## src/rtl/escape_sequence_decoder_core_defines.svh

```systemverilog
// Assertion macros shared by the escape sequence decoder RTL.
`ifndef ESCAPE_SEQUENCE_DECODER_CORE_DEFINES_SVH
`define ESCAPE_SEQUENCE_DECODER_CORE_DEFINES_SVH

// Condition must hold at every clock edge out of reset.
`define ESD_ASSERT_ALWAYS(label, cond, msg) \
  label: assert property (@(posedge clk) disable iff (rst) (cond)) else $error(msg);

// Consequent must hold in the same cycle as the antecedent.
`define ESD_ASSERT_SAME(label, ante, cons, msg) \
  label: assert property (@(posedge clk) disable iff (rst) (ante) |-> (cons)) \
    else $error(msg);

// Consequent must hold in the cycle after the antecedent.
`define ESD_ASSERT_NEXT(label, ante, cons, msg) \
  label: assert property (@(posedge clk) disable iff (rst) (ante) |=> (cons)) \
    else $error(msg);

`endif

```

## src/rtl/esd_pkg.sv

```systemverilog
// Types and constants of the escape sequence decoder.
package esd_pkg;

  localparam int CHAR_W = 8;
  localparam int LEN_W  = 13;
  localparam int ACC_W  = 9;

  localparam int ESD_MAX_CHARS = 4096;
  localparam logic [LEN_W-1:0] MAX_OUT_LEN_RESET = 13'd4096;

  typedef enum logic [1:0] {
    KIND_DATA  = 2'd0,
    KIND_LIMIT = 2'd1,
    KIND_DONE  = 2'd2,
    KIND_ERROR = 2'd3
  } kind_t;

  typedef enum logic [2:0] {
    MODE_NONE = 3'b001,
    MODE_OCT  = 3'b010,
    MODE_HEX  = 3'b100
  } mode_t;

  typedef struct packed {
    mode_t              mode;
    logic [1:0]         digits_needed;
    logic [1:0]         digits_seen;
    logic [ACC_W-1:0]   value_accum;
    logic [LEN_W-1:0]   out_count;
    logic               halted;
  } esd_state_t;

  localparam esd_state_t STATE_CLEAR = '{
    mode:          MODE_NONE,
    digits_needed: 2'd0,
    digits_seen:   2'd0,
    value_accum:   '0,
    out_count:     '0,
    halted:        1'b0
  };

  typedef struct packed {
    kind_t              kind;
    logic [CHAR_W-1:0]  out_byte;
    logic [LEN_W-1:0]   out_length;
    logic [LEN_W-1:0]   error_pos;
  } esd_result_t;

endpackage

```

## src/rtl/esd_if.sv

```systemverilog
// Channel interfaces of the escape sequence decoder: characters, results, config.
interface esd_char_if import esd_pkg::*; ();
  logic              valid;
  logic              ready;
  logic [CHAR_W-1:0] in_char;
  logic              end_of_string;

  modport source (output valid, in_char, end_of_string, input ready);
  modport sink (input valid, in_char, end_of_string, output ready);
endinterface

interface esd_result_if import esd_pkg::*; ();
  logic             valid;
  logic             ready;
  kind_t            kind;
  logic [CHAR_W-1:0] out_byte;
  logic [LEN_W-1:0] out_length;
  logic [LEN_W-1:0] error_pos;

  modport source (output valid, kind, out_byte, out_length, error_pos, input ready);
  modport sink (input valid, kind, out_byte, out_length, error_pos, output ready);
endinterface

interface esd_cfg_if import esd_pkg::*; ();
  logic             valid;
  logic             ready;
  logic [LEN_W-1:0] data;

  modport source (output valid, data, input ready);
  modport sink (input valid, data, output ready);
endinterface

```

## src/rtl/esd_step.sv

```systemverilog
// Next-state and result logic for one character or end-of-string item.
module esd_step import esd_pkg::*; #(
  parameter int MAX_CHARS = ESD_MAX_CHARS,
  localparam int POS_W = $clog2(MAX_CHARS + 1)
) (
  input  esd_state_t        st,
  input  logic [POS_W-1:0]  char_pos,
  input  logic [CHAR_W-1:0] in_char,
  input  logic              end_of_string,
  input  logic [LEN_W-1:0]  max_out_len,
  output esd_state_t        st_next,
  output logic [POS_W-1:0]  char_pos_next,
  output logic              res_valid,
  output esd_result_t       res
);

  localparam logic [CHAR_W-1:0] CH_BSL = 8'h5C;
  localparam logic [CHAR_W-1:0] CH_X   = 8'h78;
  localparam logic [CHAR_W-1:0] CH_0   = 8'h30;
  localparam logic [CHAR_W-1:0] CH_7   = 8'h37;
  localparam logic [CHAR_W-1:0] CH_9   = 8'h39;
  localparam logic [CHAR_W-1:0] CH_UA  = 8'h41;
  localparam logic [CHAR_W-1:0] CH_UF  = 8'h46;
  localparam logic [CHAR_W-1:0] CH_LA  = 8'h61;
  localparam logic [CHAR_W-1:0] CH_LF  = 8'h66;

  logic [POS_W-1:0]  pos_inc;
  logic              oct_ok;
  logic              hex_ok;
  logic [3:0]        hex_val;
  logic              digit_ok;
  logic [ACC_W-1:0]  acc_new;
  logic [1:0]        seen_new;
  logic              emit;
  logic [CHAR_W-1:0] emit_byte;
  logic [LEN_W-1:0]  count_new;

  assign pos_inc = (char_pos < POS_W'(MAX_CHARS)) ? char_pos + POS_W'(1) : char_pos;

  // digit classification
  always_comb begin
    oct_ok  = (in_char >= CH_0) && (in_char <= CH_7);
    hex_ok  = 1'b1;
    hex_val = 4'd0;
    priority if ((in_char >= CH_0) && (in_char <= CH_9)) begin
      hex_val = in_char[3:0];
    end else if ((in_char >= CH_UA) && (in_char <= CH_UF)) begin
      hex_val = 4'(in_char - CH_UA + 8'd10);
    end else if ((in_char >= CH_LA) && (in_char <= CH_LF)) begin
      hex_val = 4'(in_char - CH_LA + 8'd10);
    end else begin
      hex_ok = 1'b0;
    end
  end

  assign digit_ok = (st.mode == MODE_HEX) ? hex_ok : oct_ok;
  assign acc_new  = (st.mode == MODE_HEX) ? {st.value_accum[4:0], hex_val}
                                          : {st.value_accum[5:0], in_char[2:0]};
  assign seen_new = st.digits_seen + 2'd1;
  assign count_new = st.out_count + LEN_W'(1);

  always_comb begin
    st_next       = st;
    char_pos_next = char_pos;
    res_valid     = 1'b0;
    res           = '{kind: KIND_DATA, default: '0};
    emit          = 1'b0;
    emit_byte     = '0;

    if (end_of_string) begin
      if (!st.halted) begin
        res_valid = 1'b1;
        if (st.mode != MODE_NONE) begin
          res.kind      = KIND_ERROR;
          res.error_pos = LEN_W'(char_pos);
        end else begin
          res.kind       = KIND_DONE;
          res.out_length = st.out_count;
        end
      end
      st_next       = STATE_CLEAR;
      char_pos_next = '0;
    end else if (!st.halted) begin
      char_pos_next = pos_inc;
      unique case (st.mode)
        MODE_NONE: begin
          if (in_char == CH_BSL) begin
            st_next.mode          = MODE_OCT;
            st_next.digits_needed = 2'd3;
            st_next.digits_seen   = 2'd0;
            st_next.value_accum   = '0;
          end else begin
            emit      = 1'b1;
            emit_byte = in_char;
          end
        end
        MODE_OCT, MODE_HEX: begin
          priority if (in_char == CH_X) begin
            if (st.digits_seen != 2'd0) begin
              st_next.halted = 1'b1;
              res_valid      = 1'b1;
              res.kind       = KIND_ERROR;
              res.error_pos  = LEN_W'(pos_inc);
            end else begin
              st_next.mode          = MODE_HEX;
              st_next.digits_needed = 2'd2;
            end
          end else if (in_char == CH_BSL) begin
            emit      = 1'b1;
            emit_byte = CH_BSL;
          end else if (!digit_ok) begin
            st_next.halted = 1'b1;
            res_valid      = 1'b1;
            res.kind       = KIND_ERROR;
            res.error_pos  = LEN_W'(pos_inc);
          end else begin
            st_next.value_accum = acc_new;
            st_next.digits_seen = seen_new;
            if (seen_new == st.digits_needed) begin
              emit      = 1'b1;
              emit_byte = acc_new[CHAR_W-1:0];
            end
          end
        end
        default: begin
          st_next.mode = MODE_NONE;
        end
      endcase

      if (emit) begin
        st_next.mode      = MODE_NONE;
        st_next.out_count = count_new;
        res_valid         = 1'b1;
        res.out_byte      = emit_byte;
        if (count_new >= max_out_len) begin
          st_next.halted = 1'b1;
          res.kind       = KIND_LIMIT;
          res.out_length = count_new;
        end else begin
          res.kind = KIND_DATA;
        end
      end
    end
  end

endmodule

```

## src/rtl/escape_sequence_decoder_core.sv

```systemverilog
// Top level of the escape sequence decoder.
// Takes one character (or end-of-string marker) per cycle while src.ready is
// high and gives at most one result per item: a decoded byte, a byte that hits
// the output limit, a string done report, or an error with its position.
// Throughput is one item per clock unless src.ready drops. A result reaches dst
// via the input and result registers on either side of the single decode step.
// The result register holds a result while dst stalls; items still enter until
// the input register holds one with a result, then src.ready drops until dst
// drains. cfg is always ready; write max_out_len only while the block is idle.
`include "escape_sequence_decoder_core_defines.svh"

module escape_sequence_decoder_core import esd_pkg::*; #(
  parameter int MAX_CHARS = ESD_MAX_CHARS
) (
  input  logic           clk,
  input  logic           rst,
  esd_char_if.sink       src,
  esd_result_if.source   dst,
  esd_cfg_if.sink        cfg
);

  localparam int POS_W = $clog2(MAX_CHARS + 1);

  logic [LEN_W-1:0]  max_out_len;

  logic              s1_valid;
  logic [CHAR_W-1:0] s1_char;
  logic              s1_eos;

  esd_state_t        st;
  esd_state_t        st_next;
  logic [POS_W-1:0]  char_pos;
  logic [POS_W-1:0]  char_pos_next;

  logic              res_valid;
  esd_result_t       res;
  logic              out_valid;
  esd_result_t       out_res;

  logic              s1_adv;

  esd_step #(
    .MAX_CHARS (MAX_CHARS)
  ) u_step (
    .st            (st),
    .char_pos      (char_pos),
    .in_char       (s1_char),
    .end_of_string (s1_eos),
    .max_out_len   (max_out_len),
    .st_next       (st_next),
    .char_pos_next (char_pos_next),
    .res_valid     (res_valid),
    .res           (res)
  );

  // an item with no result never waits on the output register
  assign s1_adv    = s1_valid && (!res_valid || !out_valid || dst.ready);
  assign src.ready = !s1_valid || s1_adv;
  assign cfg.ready = 1'b1;

  always_ff @(posedge clk) begin
    if (rst) begin
      max_out_len <= MAX_OUT_LEN_RESET;
    end else if (cfg.valid) begin
      max_out_len <= cfg.data;
    end
  end

  always_ff @(posedge clk) begin
    if (rst) begin
      s1_valid <= 1'b0;
    end else if (src.ready) begin
      s1_valid <= src.valid;
    end
  end

  always_ff @(posedge clk) begin
    if (src.ready && src.valid) begin
      s1_char <= src.in_char;
      s1_eos  <= src.end_of_string;
    end
  end

  always_ff @(posedge clk) begin
    if (rst) begin
      st       <= STATE_CLEAR;
      char_pos <= '0;
    end else if (s1_adv) begin
      st       <= st_next;
      char_pos <= char_pos_next;
    end
  end

  always_ff @(posedge clk) begin
    if (rst) begin
      out_valid <= 1'b0;
    end else if (s1_adv && res_valid) begin
      out_valid <= 1'b1;
    end else if (dst.ready) begin
      out_valid <= 1'b0;
    end
  end

  always_ff @(posedge clk) begin
    if (s1_adv && res_valid) begin
      out_res <= res;
    end
  end

  assign dst.valid      = out_valid;
  assign dst.kind       = out_res.kind;
  assign dst.out_byte   = out_res.out_byte;
  assign dst.out_length = out_res.out_length;
  assign dst.error_pos  = out_res.error_pos;

  `ESD_ASSERT_ALWAYS(a_pos_saturates, char_pos <= POS_W'(MAX_CHARS), "char_pos past limit")
  `ESD_ASSERT_SAME(a_stall_cause, !src.ready, s1_valid && out_valid && !dst.ready, "src stalled without a full output")
  `ESD_ASSERT_NEXT(a_halt_on_stop, s1_adv && res_valid && !s1_eos && (res.kind == KIND_ERROR || res.kind == KIND_LIMIT), st.halted, "no halt after error or limit")
  `ESD_ASSERT_NEXT(a_eos_clears, s1_adv && s1_eos, (char_pos == '0) && (st.out_count == '0) && !st.halted, "string state not cleared")

endmodule

```

## src/flat_wrapper.sv

```systemverilog
// flat-port wrapper written by rule: the top's interface ports become plain ports
module escape_sequence_decoder_core_flat import esd_pkg::*;
#(
  parameter int MAX_CHARS = ESD_MAX_CHARS
)
  (clk, rst, src_valid, src_in_char, src_end_of_string, src_ready, dst_valid, dst_kind, dst_out_byte, dst_out_length, dst_error_pos, dst_ready, cfg_valid, cfg_data, cfg_ready);
  esd_char_if src_i ();
  esd_result_if dst_i ();
  esd_cfg_if cfg_i ();
  input  logic clk;
  input  logic rst;
  input wire logic [$bits(src_i.valid)-1:0] src_valid;
  input wire logic [$bits(src_i.in_char)-1:0] src_in_char;
  input wire logic [$bits(src_i.end_of_string)-1:0] src_end_of_string;
  output wire logic [$bits(src_i.ready)-1:0] src_ready;
  output wire logic [$bits(dst_i.valid)-1:0] dst_valid;
  output wire logic [$bits(dst_i.kind)-1:0] dst_kind;
  output wire logic [$bits(dst_i.out_byte)-1:0] dst_out_byte;
  output wire logic [$bits(dst_i.out_length)-1:0] dst_out_length;
  output wire logic [$bits(dst_i.error_pos)-1:0] dst_error_pos;
  input wire logic [$bits(dst_i.ready)-1:0] dst_ready;
  input wire logic [$bits(cfg_i.valid)-1:0] cfg_valid;
  input wire logic [$bits(cfg_i.data)-1:0] cfg_data;
  output wire logic [$bits(cfg_i.ready)-1:0] cfg_ready;
  assign src_i.valid = src_valid;
  assign src_i.in_char = src_in_char;
  assign src_i.end_of_string = src_end_of_string;
  assign src_ready = src_i.ready;
  assign dst_valid = dst_i.valid;
  assign dst_kind = dst_i.kind;
  assign dst_out_byte = dst_i.out_byte;
  assign dst_out_length = dst_i.out_length;
  assign dst_error_pos = dst_i.error_pos;
  assign dst_i.ready = dst_ready;
  assign cfg_i.valid = cfg_valid;
  assign cfg_i.data = cfg_data;
  assign cfg_ready = cfg_i.ready;
  escape_sequence_decoder_core #(.MAX_CHARS(MAX_CHARS)) u_core (.clk(clk), .rst(rst), .src(src_i), .dst(dst_i), .cfg(cfg_i));
endmodule
```

## config.mk

```make
export PLATFORM = sky130hd
export DESIGN_NAME = escape_sequence_decoder_core_flat
export DESIGN_NICKNAME = d
export VERILOG_FILES = /design/src/rtl/esd_pkg.sv /design/src/rtl/esd_if.sv /design/src/rtl/esd_step.sv /design/src/rtl/escape_sequence_decoder_core.sv /design/src/flat_wrapper.sv
export VERILOG_INCLUDE_DIRS = /design/src /design/src/rtl
export SDC_FILE = /design/constraint.sdc
export NUM_CORES = 1
export LEC_CHECK = 0
export BUFFER_PORTS_ARGS = -buffer_cell sky130_fd_sc_hd__buf_2
export CORE_MARGIN = 4
export CORE_UTILIZATION = 25
export DETAILED_ROUTE_END_ITERATION = 7
export SETUP_SLACK_MARGIN = 0.05
export SLEW_MARGIN = 40
export SYNTH_ARGS = -nofsm -noshare
export SYNTH_HDL_FRONTEND = slang
export SYNTH_SLANG_ARGS = --single-unit
```

## constraint.sdc

```tcl
create_clock -name clk -period 6.9 [get_ports clk]
set_input_delay 0.69 -clock clk [delete_from_list [all_inputs] [get_ports clk]]
set_output_delay 0.69 -clock clk [all_outputs]
set_load 0.05 [all_outputs]
```

==> results of run 1 <==
-- worst min-delay path, delay by kind of cell, from the launching register on --
kind	cells	cell delay, ps
DFF	1	310
muxes	1	50
and+or+nand+nor	1	50
-- worst paths after layout --
check,endpoint,depth (start not counted),from
worst max-delay path,src_ready,7,u_core.s1_char[3]
worst max register to register,u_core.dst.out_length[0],13,u_core.st[3]
worst min register to register,u_core.st[18],2,u_core.st[18]
worst min-delay path,u_core.st[18],2,u_core.st[18]
-- state kept, by name, summed over array words and instances, names as in the netlist --
name                   flops
u_core.s1_valid            1
u_core.s1_eos              1
u_core.dst.out_length     13
u_core.dst.error_pos      13
u_core.dst.kind            2
u_core.char_pos           13
u_core.dst.out_byte        8
u_core.st                 26
u_core.max_out_len        13
u_core.dst.valid           1
u_core.s1_char             8
-- cell usage after synthesis, types with 2 or more instances --
cell type  number  area, um2
o31a_1          2       17.5
o41ai_1         5       43.8
ha_1           19        238
inv_1          25       93.8
nor4_1          3       18.8
o311ai_0        2       17.5
nor2_1         74        278
o21ai_1         4       20.0
dfxtp_1        54       1080
a32o_1          2       20.0
or3b_2          2       17.5
or4_1           3       22.5
nand2_1        51        191
a21o_1         11       82.6
xor2_1          5       43.8
o21a_1          2       15.0
and3_1          6       37.5
clkinv_1        2       7.51
a21oi_1        40        200
a31oi_1         8       50.1
edfxtp_1       45       1350
or3_1           2       12.5
o21ai_0        18       90.1
buf_4           3       22.5
o22ai_1         4       25.0
nor3b_1         3       22.5
o311ai_1        7       61.3
nand4_1         9       56.3
nand4b_1        3       26.3
o211ai_1       10       75.1
nand3_1        19       95.1
xnor2_1         9       78.8
nor3_1         12       60.1
o31ai_1        14        105
nand2b_1        8       50.1
clkbuf_1       27        101
a22o_1         14        123
mux2i_1        25        250
a22oi_1         7       52.6
or2_2           2       12.5
-- power groups by stage --
stage	Combinational, uW	Clock (uW)	Sequential, uW
3_3_place_gp	127	0	660
6_report	127	518	647
4_1_cts	128	531	647
2_1_floorplan	62.6	0	689
3_5_place_dp	128	0	661
5_1_grt	139	557	649
-- final cells by class --
class | count | share of cell area
clock inverters | 6 | 0.0111
flip-flops and latches | 99 | 0.386
well taps | 275 | 0.0546
clock buffers | 10 | 0.0364
inverters | 27 | 0.0161
multi-input cells | 428 | 0.441
repair buffers | 67 | 0.0548
-- cell usage in the layout (no fill, tap or decap), types with 3 or more instances in the layout --
cell        n
nor3_2      4
inv_1      25
xor2_1      5
nand3_1    19
a31oi_1     8
nand4b_1    3
dfxtp_1    54
buf_2      63
ha_1       19
a21o_1     11
nor2_1     73
nand2_1    51
o311ai_1    7
mux2i_1    25
o21ai_0    18
nand4_1     9
nor4_1      3
buf_4       4
edfxtp_1   45
or4_1       3
clkbuf_16   9
a22o_1     14
a21oi_1    40
inv_6       3
o22ai_1     4
xnor2_1     9
a22oi_1     7
and3_1      6
nor3_1      9
o21ai_1     4
o211ai_1   10
nand2b_1    8
nor3b_1     3
o31ai_1    14
o41ai_1     5
-- per-stage QoR --
step / setup slack [ps] / util / instance area (um2) / std cells
2_1_floorplan: 1890 / - / 5440 / 587
3_3_place_gp: 2980 / 0.282 / 5980 / 895
5_1_grt: 2660 / 0.297 / 6300 / 912
6_report: 2830 / 0.297 / 6300 / 912
4_1_cts: 2840 / 0.296 / 6280 / 911
3_5_place_dp: 3220 / 0.282 / 5980 / 895
-- cells by family (layout without fill, tap and decap cells) --
family | after synthesis | count (layout) | share of synthesized area
AO/OA/AOI/OAI | 162 | 162 | 0.207
XOR/XNOR | 14 | 14 | 0.0226
adder cells (fa/ha/maj) | 19 | 19 | 0.0437
buffers and inverters | 60 | 110 | 0.0451
flip-flops | 99 | 99 | 0.448
multiplexers | 26 | 26 | 0.0481
other | 1 | 1 | 0.000690
AND/OR/NAND/NOR | 206 | 206 | 0.185
-- routing by layer --
metal / up-vias / global-route usage / wire [um]
li1: 2265 / - / -
met1: 2079 / 0.160 / 6700
met2: 149 / 0.168 / 6130
met3: 13 / 0.0267 / 843
met4: 0 / 0.0396 / 189
met5: - / 0 / 0
==> run metrics, run 1 <==
outcome completed; number of distinct library cells after synthesis 66; crit path max fanout 22; Die Span Y roughly 160 um; Avg Inst Size Synth about 9.3 um2; Synth Warn # 0; Mapped Area 5440 um2; Final ANT Viol Nets 0; final total power around 1300 uW; Initial Util 0.256; diode count 0; die area between 20000 and 25000 um2; Worst Hold Class reg2reg; setup TNS 0 ps; layout cells sized above 1 0.159; GRT Overall Usage 0.113; P_sw 339 uW; Slowest-stage cell, CP or4b_4; First-pass DRT Iterations 4; sequential share of power 0.501; core area ~21000 um2; worst path buffer plus inverter count 1; Arrival @ worst endpoint ~3400 ps; Post-synth EDFFs 45; sw frac 0.263; Crit path max-delay family compound AO/OA/AOI/OAI gates; final setup vio count 0; final-report hold violation count 0; CTS H-Tree Depth 3; Max Freq roughly 0.25 GHz; clk sink count 99; NumNets Final about 680; Synth Instances around 600; antenna violations before repair 0; I/O Buffers 64; Final Max Tran Viols 0; post-cts resize count 0; Synth Flop Type dfxtp_1; area grow syn2layout 15.9%; Final period util 0.590; clock group share of total power 0.401; Slew headroom 0.514; CTS root buf clkbuf_16; Largest stage delay, worst path roughly 560 ps; CTS tree built; R2R Setup Slk around 3200 ps; min Tclk post-route between 4000 and 5000 ps; drt initial violations about 360; Pwr Density roughly 210 nW/um2; fillers 2279; critical path startpoint category flop; CP Class reg2out; vias in the first global route approximately 4200; Post-Syn Nets 633; CP Cell Sequence or4b_4, a311o_1, o32a_1, o211ai_2, o31a_2, nand2_1, buf_2; crit end category output port; internal power 952 uW; CTS hold repair buffers 0; Reg area 2430 um2; RePlAce Congestion 0.825; worst hold slack between 400 and 500 ps; sequential element share of the synthesized area 0.448; DP HPWL just over 10000 um; Top Ports 66; insertion delay to the later sink of the worst-skew pair 350 ps; WL/cell 15.2 um; Comb pwr share 0.098; global-route wire length before repair between 20000 and 25000 um; post-CTS setup buffers 0; via count 4506; # DRC 0; row count 53; leakage power 0.00243 uW; Max Clock Skew between 10 and 15 ps; maximum vdd drop a little under 100 uV; CTS Buf Count 9; post-DR vias/cell roughly 4.9; die width between 150 and 200 um; CTS max path bufs 2; multi-input logic area approximately 2800 um2; RSZ-0062 raised after global routing no; CP required slightly above 6000 ps; GR Overflow Total 0; Async SR Flop Fraction 0; Max-Cap Viols 0; drt total wl ~14000 um; Worst-path clk slew around 60 ps; number of synthesized register bits slightly below 100; largest net degree at the start of global routing 42; worst-margin pin slew around 720 ps
Note: power is estimated with default switching activity, not from simulation.
==> inputs of run 2 (changes only) <==
ABC_AREA = 1   (was unset)
clock period = 4.12 ns   (was 6.9 ns; I/O delays follow)
==> run 2 against run 1 <==
  * Critical path depth increased by 7
  * Largest power group unchanged
  * Flip-flop and latch count unchanged
  * Highest routed layer unchanged
  * Register-to-register slack got worse by 2400 ps
  * Synthesized cell count increased by 17%
==> run metrics, run 2 <==
row count 53 (unchanged); worst hold slack 232 ps (-231 ps); largest cells by area after synthesis edfxtp_1 (25%), dfxtp_1 (20%), nand2_1 (11%); capturing point of the worst reg2reg path u_core.dst.out_length[9]; proportion of netlist area held by the largest area contributor 0.251 (+0.00249); Synth Instances 685 (+17%); outcome completed; number of distinct library cells after synthesis 37 (-44%); worst-margin pin slew 693 ps (-29.3 ps); Worst-path clk slew 70 ps (about the same); Post-synth EDFFs 45 (unchanged); Avg Inst Size Synth 7.86 um2 (-15%); R2R Setup Slk 840 ps (-2400 ps); met3 routed WL 698 um (-17%); crit end category flop; Synth Flop Type dfxtp_1; Comb pwr share 0.197 (+0.099); Largest Register u_core.st; First-pass DRT Iterations 5 (+1); number of synthesized register bits 99 (unchanged); GR Overflow Total 0 (unchanged); RePlAce Congestion 0.834 (+1.1%); RSZ-0062 raised after global routing no; critical path startpoint category flop; CTS tree built; Async SR Flop Fraction 0 (unchanged); clk sink count 99 (unchanged); sequential element share of the synthesized area 0.452 (+0.00447); Synth Warn # 0 (unchanged); final total power 2410 uW (+87%); multi-input logic area 2430 um2 (-13%); diode count 0 (unchanged); global-route wire length before repair 22000 um (-1.1%); DP HPWL 9720 um (-5.8%); most common cell after layout, fill and taps aside nand2_1; I/O Buffers 64 (unchanged); CTS H-Tree Depth 3 (unchanged); sequential share of power 0.469 (-0.032); vias in the first global route 4208 (-0.24%); die width 155 um (-0.47%); # DRC 0 (unchanged); Top Ports 66 (unchanged); GRT Overall Usage 0.114 (+0.000906); antenna violations before repair 0 (unchanged); CTS root buf clkbuf_16; internal power 1650 uW (+73%); leakage power 0.00266 uW (+9.4%); dominant cell type by area after synthesis edfxtp_1; via count 4520 (+0.31%); Pwr Density 388 nW/um2 (+89%); Max Used Layer met4; drt total wl 13300 um (-4.3%); RR Startpoint u_core.st[1]; Reg area 2430 um2 (unchanged); post-CTS setup buffers 0 (unchanged); core area 21100 um2 (-0.63%); area grow syn2layout 15.3%; Die Span Y 155 um (-0.47%); Max Clock Skew 9.26 ps (-2.77 ps); most instantiated cells after synthesis nand2_1 (157), inv_1 (91), nor2_1 (57); WL met2 5790 um (-5.6%); largest net degree at the start of global routing 37 (-12%); Arrival @ worst endpoint 3360 ps (-20 ps); post-cts resize count 0 (unchanged); hold path startpoint src_in_char[2]; P_sw 757 uW (+120%); Mapped Area 5380 um2 (-0.99%); maximum vdd drop 210 uV (+120%); most frequent cells in the layout nand2_1 (157), inv_1 (90), buf_2 (64); Hold Path Sink u_core.s1_char[2]; layout cells sized above 1 0.146 (-0.0128); Final ANT Viol Nets 0 (unchanged); worst hold stages 1 (-1); Max Freq a little over 0.3 GHz; min Tclk post-route 3280 ps; Final period util 0.796; top-count cell post-synth nand2_1; Max-Cap Viols 0 (unchanged); Initial Util 0.255 (-0.000940); max reg flops 26 (unchanged); drt initial violations 303 (-15%); CTS hold repair buffers 0 (unchanged); insertion delay to the later sink of the worst-skew pair 360 ps (about the same); Post-Syn Nets 731 (+15%); crit path max fanout 12 (-45%); Metal-1 WL 6530 um (-2.6%); CTS max path bufs 2 (unchanged); CTS Buf Count 9 (unchanged); worst r2r path cells 14 (+1); final-report hold violation count 0 (unchanged); sw frac 0.314 (+0.0515); CP required 4200 ps (-2010 ps); final setup vio count 0 (unchanged); WL/cell 13.1 um (-14%); Slew headroom 0.538 (+0.0231); die area 23900 um2 (-0.94%); setup TNS 0 ps (unchanged); fillers 2327 (+2.1%); NumNets Final 782 (+15%); Worst Hold Class in2reg; post-DR vias/cell 4.45 (-10%); CP Class reg2reg; Final Max Tran Viols 0 (unchanged); clock group share of total power 0.334 (-0.067)
## run 2: changes by cell type after synthesis, moves of 16 or more
cell,before,now
mux2i_1,25,0
nor2_1,74,57
nand2_1,51,157
clkbuf_1,27,11
nand4_1,9,30
o21ai_0,18,37
inv_1,25,91
## run 2: final cells by class
class                           instances  area share
Inverter                              101      0.0611
Clock buffer                           11      0.0391
Multi-Input combinational cell        458       0.391
Clock inverter                          5     0.00585
Sequential cell                        99       0.392
Timing Repair Buffer                   67      0.0553
Tap cell                              275      0.0555
## run 2: cells by family after synthesis
logic type	count (synthesis)	synth area share
buf+inv	128	0.0981
other cells	1	0.000697
fa+ha+maj	19	0.0442
compound gates	118	0.120
flops	99	0.452
xor+xnor	21	0.0342
simple gates	299	0.251
## run 2: power by group through the flow
stage	logic (uW)	clock network (uW)	registers (uW)
after floorplan	296	0	1220
after global placement	479	0	1150
after detailed placement	479	0	1150
after CTS	481	839	1130
after global routing	538	881	1140
final	475	805	1130
## run 2: critical path, cell delays in order, from the launching register on
cell	delay, ps
dfxtp_1	370
ha_1	190
nand2_1	60
nor2_1	190
nand4_1	170
nor4_1	330
nand3_1	140
xor2_1	260
ha_1	310
a21oi_1	120
o21ai_0	90
a21oi_1	140
nand3_1	150
inv_1	320
o22ai_1	170
## run 2: through the flow
step	cell area [um2]	util	setup WS, ps	instances
after floorplan	5380	-	1130	685
after global placement	5920	0.281	934	1000
after detailed placement	5920	0.281	843	1000
after CTS	6200	0.294	817	1016
after global routing	6200	0.294	418	1016
final	6200	0.294	839	1016
## run 2: how the worst max path moves through the flow
stage	start	depth (start not counted)	to
after CTS	u_core.st[1]	14	u_core.dst.out_length[9]
after global placement	u_core.st[1]	14	u_core.dst.out_length[4]
after global routing	u_core.st[1]	14	u_core.dst.out_length[9]
after detailed placement	u_core.st[1]	14	u_core.dst.out_length[9]
after floorplan	u_core.s1_char[0]	19	u_core.dst.error_pos[0]
final	u_core.st[1]	14	u_core.dst.out_length[9]
## run 2: routing by layer
metal / GRT usage / up-vias
li1: - / 2387
met1: 0.159 / 2024
met2: 0.172 / 98
met3: 0.0299 / 11
met4: 0.0383 / 0
met5: 0 / -
==> inputs of run 3 (changes only) <==
clock period = 3.2 ns   (was 4.12 ns; I/O delays follow)
==> run 3 against run 2 <==
  * Largest cell class is now multi-input gates
  * Non-clock buffer count is 9 higher
  * Sequential power is 28% higher
  * Via count is 1.5% higher
  * Critical path type unchanged
==> run metrics, run 3 (same netlist as run 2, synthesis figures left out) <==
WL/cell 13.1 um (+0.32%); multi-input logic area 2510 um2 (+3.4%); RSZ-0062 raised after global routing no; RePlAce Congestion 0.853 (+2.3%); worst hold slack 139 ps (-93.3 ps); worst path buffer plus inverter count 1 (unchanged); drt total wl 13400 um (+1.2%); vias in the first global route 4285 (+1.8%); CTS max path bufs 2 (unchanged); worst r2r path cells 14 (unchanged); drt initial violations 224 (-26%); CTS Buf Count 9 (unchanged); Arrival @ worst endpoint 3090 ps (-270 ps); outcome completed; GR Overflow Total 0 (unchanged); CP required 3380 ps (-820 ps); Largest stage delay, worst path 360 ps (about the same); critical path startpoint category flop; CTS root buf clkbuf_16; Initial Util 0.255 (unchanged); I/O Buffers 64 (unchanged); capturing point of the worst reg2reg path u_core.dst.out_length[4]; insertion delay to the later sink of the worst-skew pair 360 ps (about the same); layout cells sized above 1 0.177 (+0.0316); Reg area 2430 um2 (about the same); R2R Setup Slk 290 ps (-550 ps); CTS H-Tree Depth 3 (unchanged); Worst Hold Class in2reg; CTS tree built; # DRC 0 (unchanged); crit path from u_core.st[1]; RR Startpoint u_core.st[1]; post-DR vias/cell 4.48 (+0.59%); DP HPWL 9800 um (+0.83%); Pwr Density 499 nW/um2 (+28%); Max Freq 0.344 GHz (+13%); Setup crit end u_core.dst.out_length[4]; clock group share of total power 0.340 (+0.006); Final ANT Viol Nets 0 (unchanged); crit end category flop; Max Clock Skew 8.35 ps (-0.912 ps); worst hold stages 1 (unchanged); Worst-path clk slew 70 ps (about the same); clk sink count 99 (unchanged); row count 53 (unchanged); Final Max Tran Viols 0 (unchanged); via count 4587 (+1.5%); most frequent cells in the layout nand2_1 (157), inv_1 (89), buf_2 (63); die width 155 um (unchanged); antenna violations before repair 0 (unchanged); NumNets Final 791 (+1.2%); largest net degree at the start of global routing 37 (unchanged); final setup vio count 0 (unchanged); min Tclk post-route 2910 ps (-370 ps); GRT Overall Usage 0.112 (-0.00165); Die Span Y 155 um (unchanged); Slowest-stage cell, CP dfxtp_2; diode count 0 (unchanged); fin util 0.303 (+0.00884); Final period util 0.909 (+0.113); final-report hold violation count 0 (unchanged); P_sw 989 uW (+31%); Slew headroom 0.593 (+0.0556); sequential share of power 0.455 (-0.014); max reg flops 26 (unchanged); CP Class reg2reg; fillers 2266 (-2.6%); First-pass DRT Iterations 5 (unchanged); Critical Path Stages 14 (unchanged); Largest Register u_core.st; core area 21100 um2 (unchanged); Crit path max-delay family simple AND/OR/NAND/NOR gates; CP Cell Sequence ha_2, nand2_1, nor2_2, nand4_1, nor4_2, nand3_1, xor2_2, ha_4, nand2_1, nor2_2, nand3_1, nand3_4, clkinv_4, o32ai_2; internal power 2200 uW (+33%); sw frac 0.311 (-0.00374); global-route wire length before repair 21700 um (-1.5%); leakage power 0.00272 uW (+2.6%); crit path max fanout 12 (unchanged); worst-margin pin slew 606 ps (-87.4 ps); Max-Cap Viols 0 (unchanged); maximum vdd drop 227 uV (+8.1%); area grow syn2layout 18.7%; most common cell after layout, fill and taps aside nand2_1; die area 23900 um2 (unchanged); setup TNS 0 ps (unchanged); Top Ports 66 (unchanged); Comb pwr share 0.205 (+0.008)
## run 3: cell types whose count changed in the layout (fill, tap and decap cells not counted), moves of 2 or more
cell / change
ha_1: -2
nor2_1: -3
nand3_1: -2
nor2_2: +3
o32ai_1: -2
buf_4: +8
o32ai_2: +2
## run 3: power by group through the flow
stage / logic, uW / registers (uW) / clock network [uW]
global route: 731 / 1460 / 1170
global placement: 634 / 1480 / 0
finish: 654 / 1450 / 1080
detailed placement: 633 / 1480 / 0
floorplan: 381 / 1570 / 0
CTS: 636 / 1450 / 1120
## run 3: cell type report
class	instances	area share
Sequential cell	99	0.381
Inverter	101	0.0601
Timing Repair Buffer	76	0.0672
Multi-Input combinational cell	458	0.392
Clock buffer	13	0.0427
Tap cell	275	0.0538
Clock inverter	3	0.00294
## run 3: how the worst min path moves through the flow
stage                                        to  slack (ps)                  start
final                         u_core.s1_char[0]         140         src_in_char[0]
after global routing          u_core.s1_char[1]         130         src_in_char[1]
after CTS                     u_core.s1_char[0]         130         src_in_char[0]
after detailed placement  u_core.max_out_len[4]         460  u_core.max_out_len[4]
after global placement       u_core.char_pos[9]         450     u_core.char_pos[9]
after floorplan                 u_core.s1_valid         390                    rst
## run 3: worst reg2reg max path: stages, from the launching register on
cell      delay [ps]
dfxtp_2          360
ha_2             200
nand2_1           70
nor2_2           100
nand4_1          130
nor4_2           290
nand3_1          170
xor2_2           230
ha_4             300
nand2_1           70
nor2_2           160
nand3_1          140
nand3_4          150
clkinv_4         120
o32ai_2          270
## run 3: stage by stage
stage / worst slack (ps) / power [uW] / instances / area [um2]
floorplan: 212 / 1950 / 685 / 5380
global placement: 106 / 2110 / 1007 / 5980
detailed placement: 19.7 / 2110 / 1007 / 5990
CTS: 92.4 / 3200 / 1023 / 6280
global route: 50.1 / 3360 / 1025 / 6390
finish: 290 / 3190 / 1025 / 6390
## run 3: repair_timing
action / 4_1_cts / 5_1_grt
gates resized for setup: 1 / 21
hold buffers: 0 / 0
pin swaps: 0 / 5
endpoints found under the setup margin: 11 / 16
setup buffers: 0 / 2
## run 3: metal layers
layer / share of wire / global-route usage / wire [um]
met5: 0 / 0 / 0
met4: 0.018 / 0.0366 / 235
met2: 0.44 / 0.171 / 5930
met1: 0.49 / 0.155 / 6520
met3: 0.055 / 0.0316 / 734
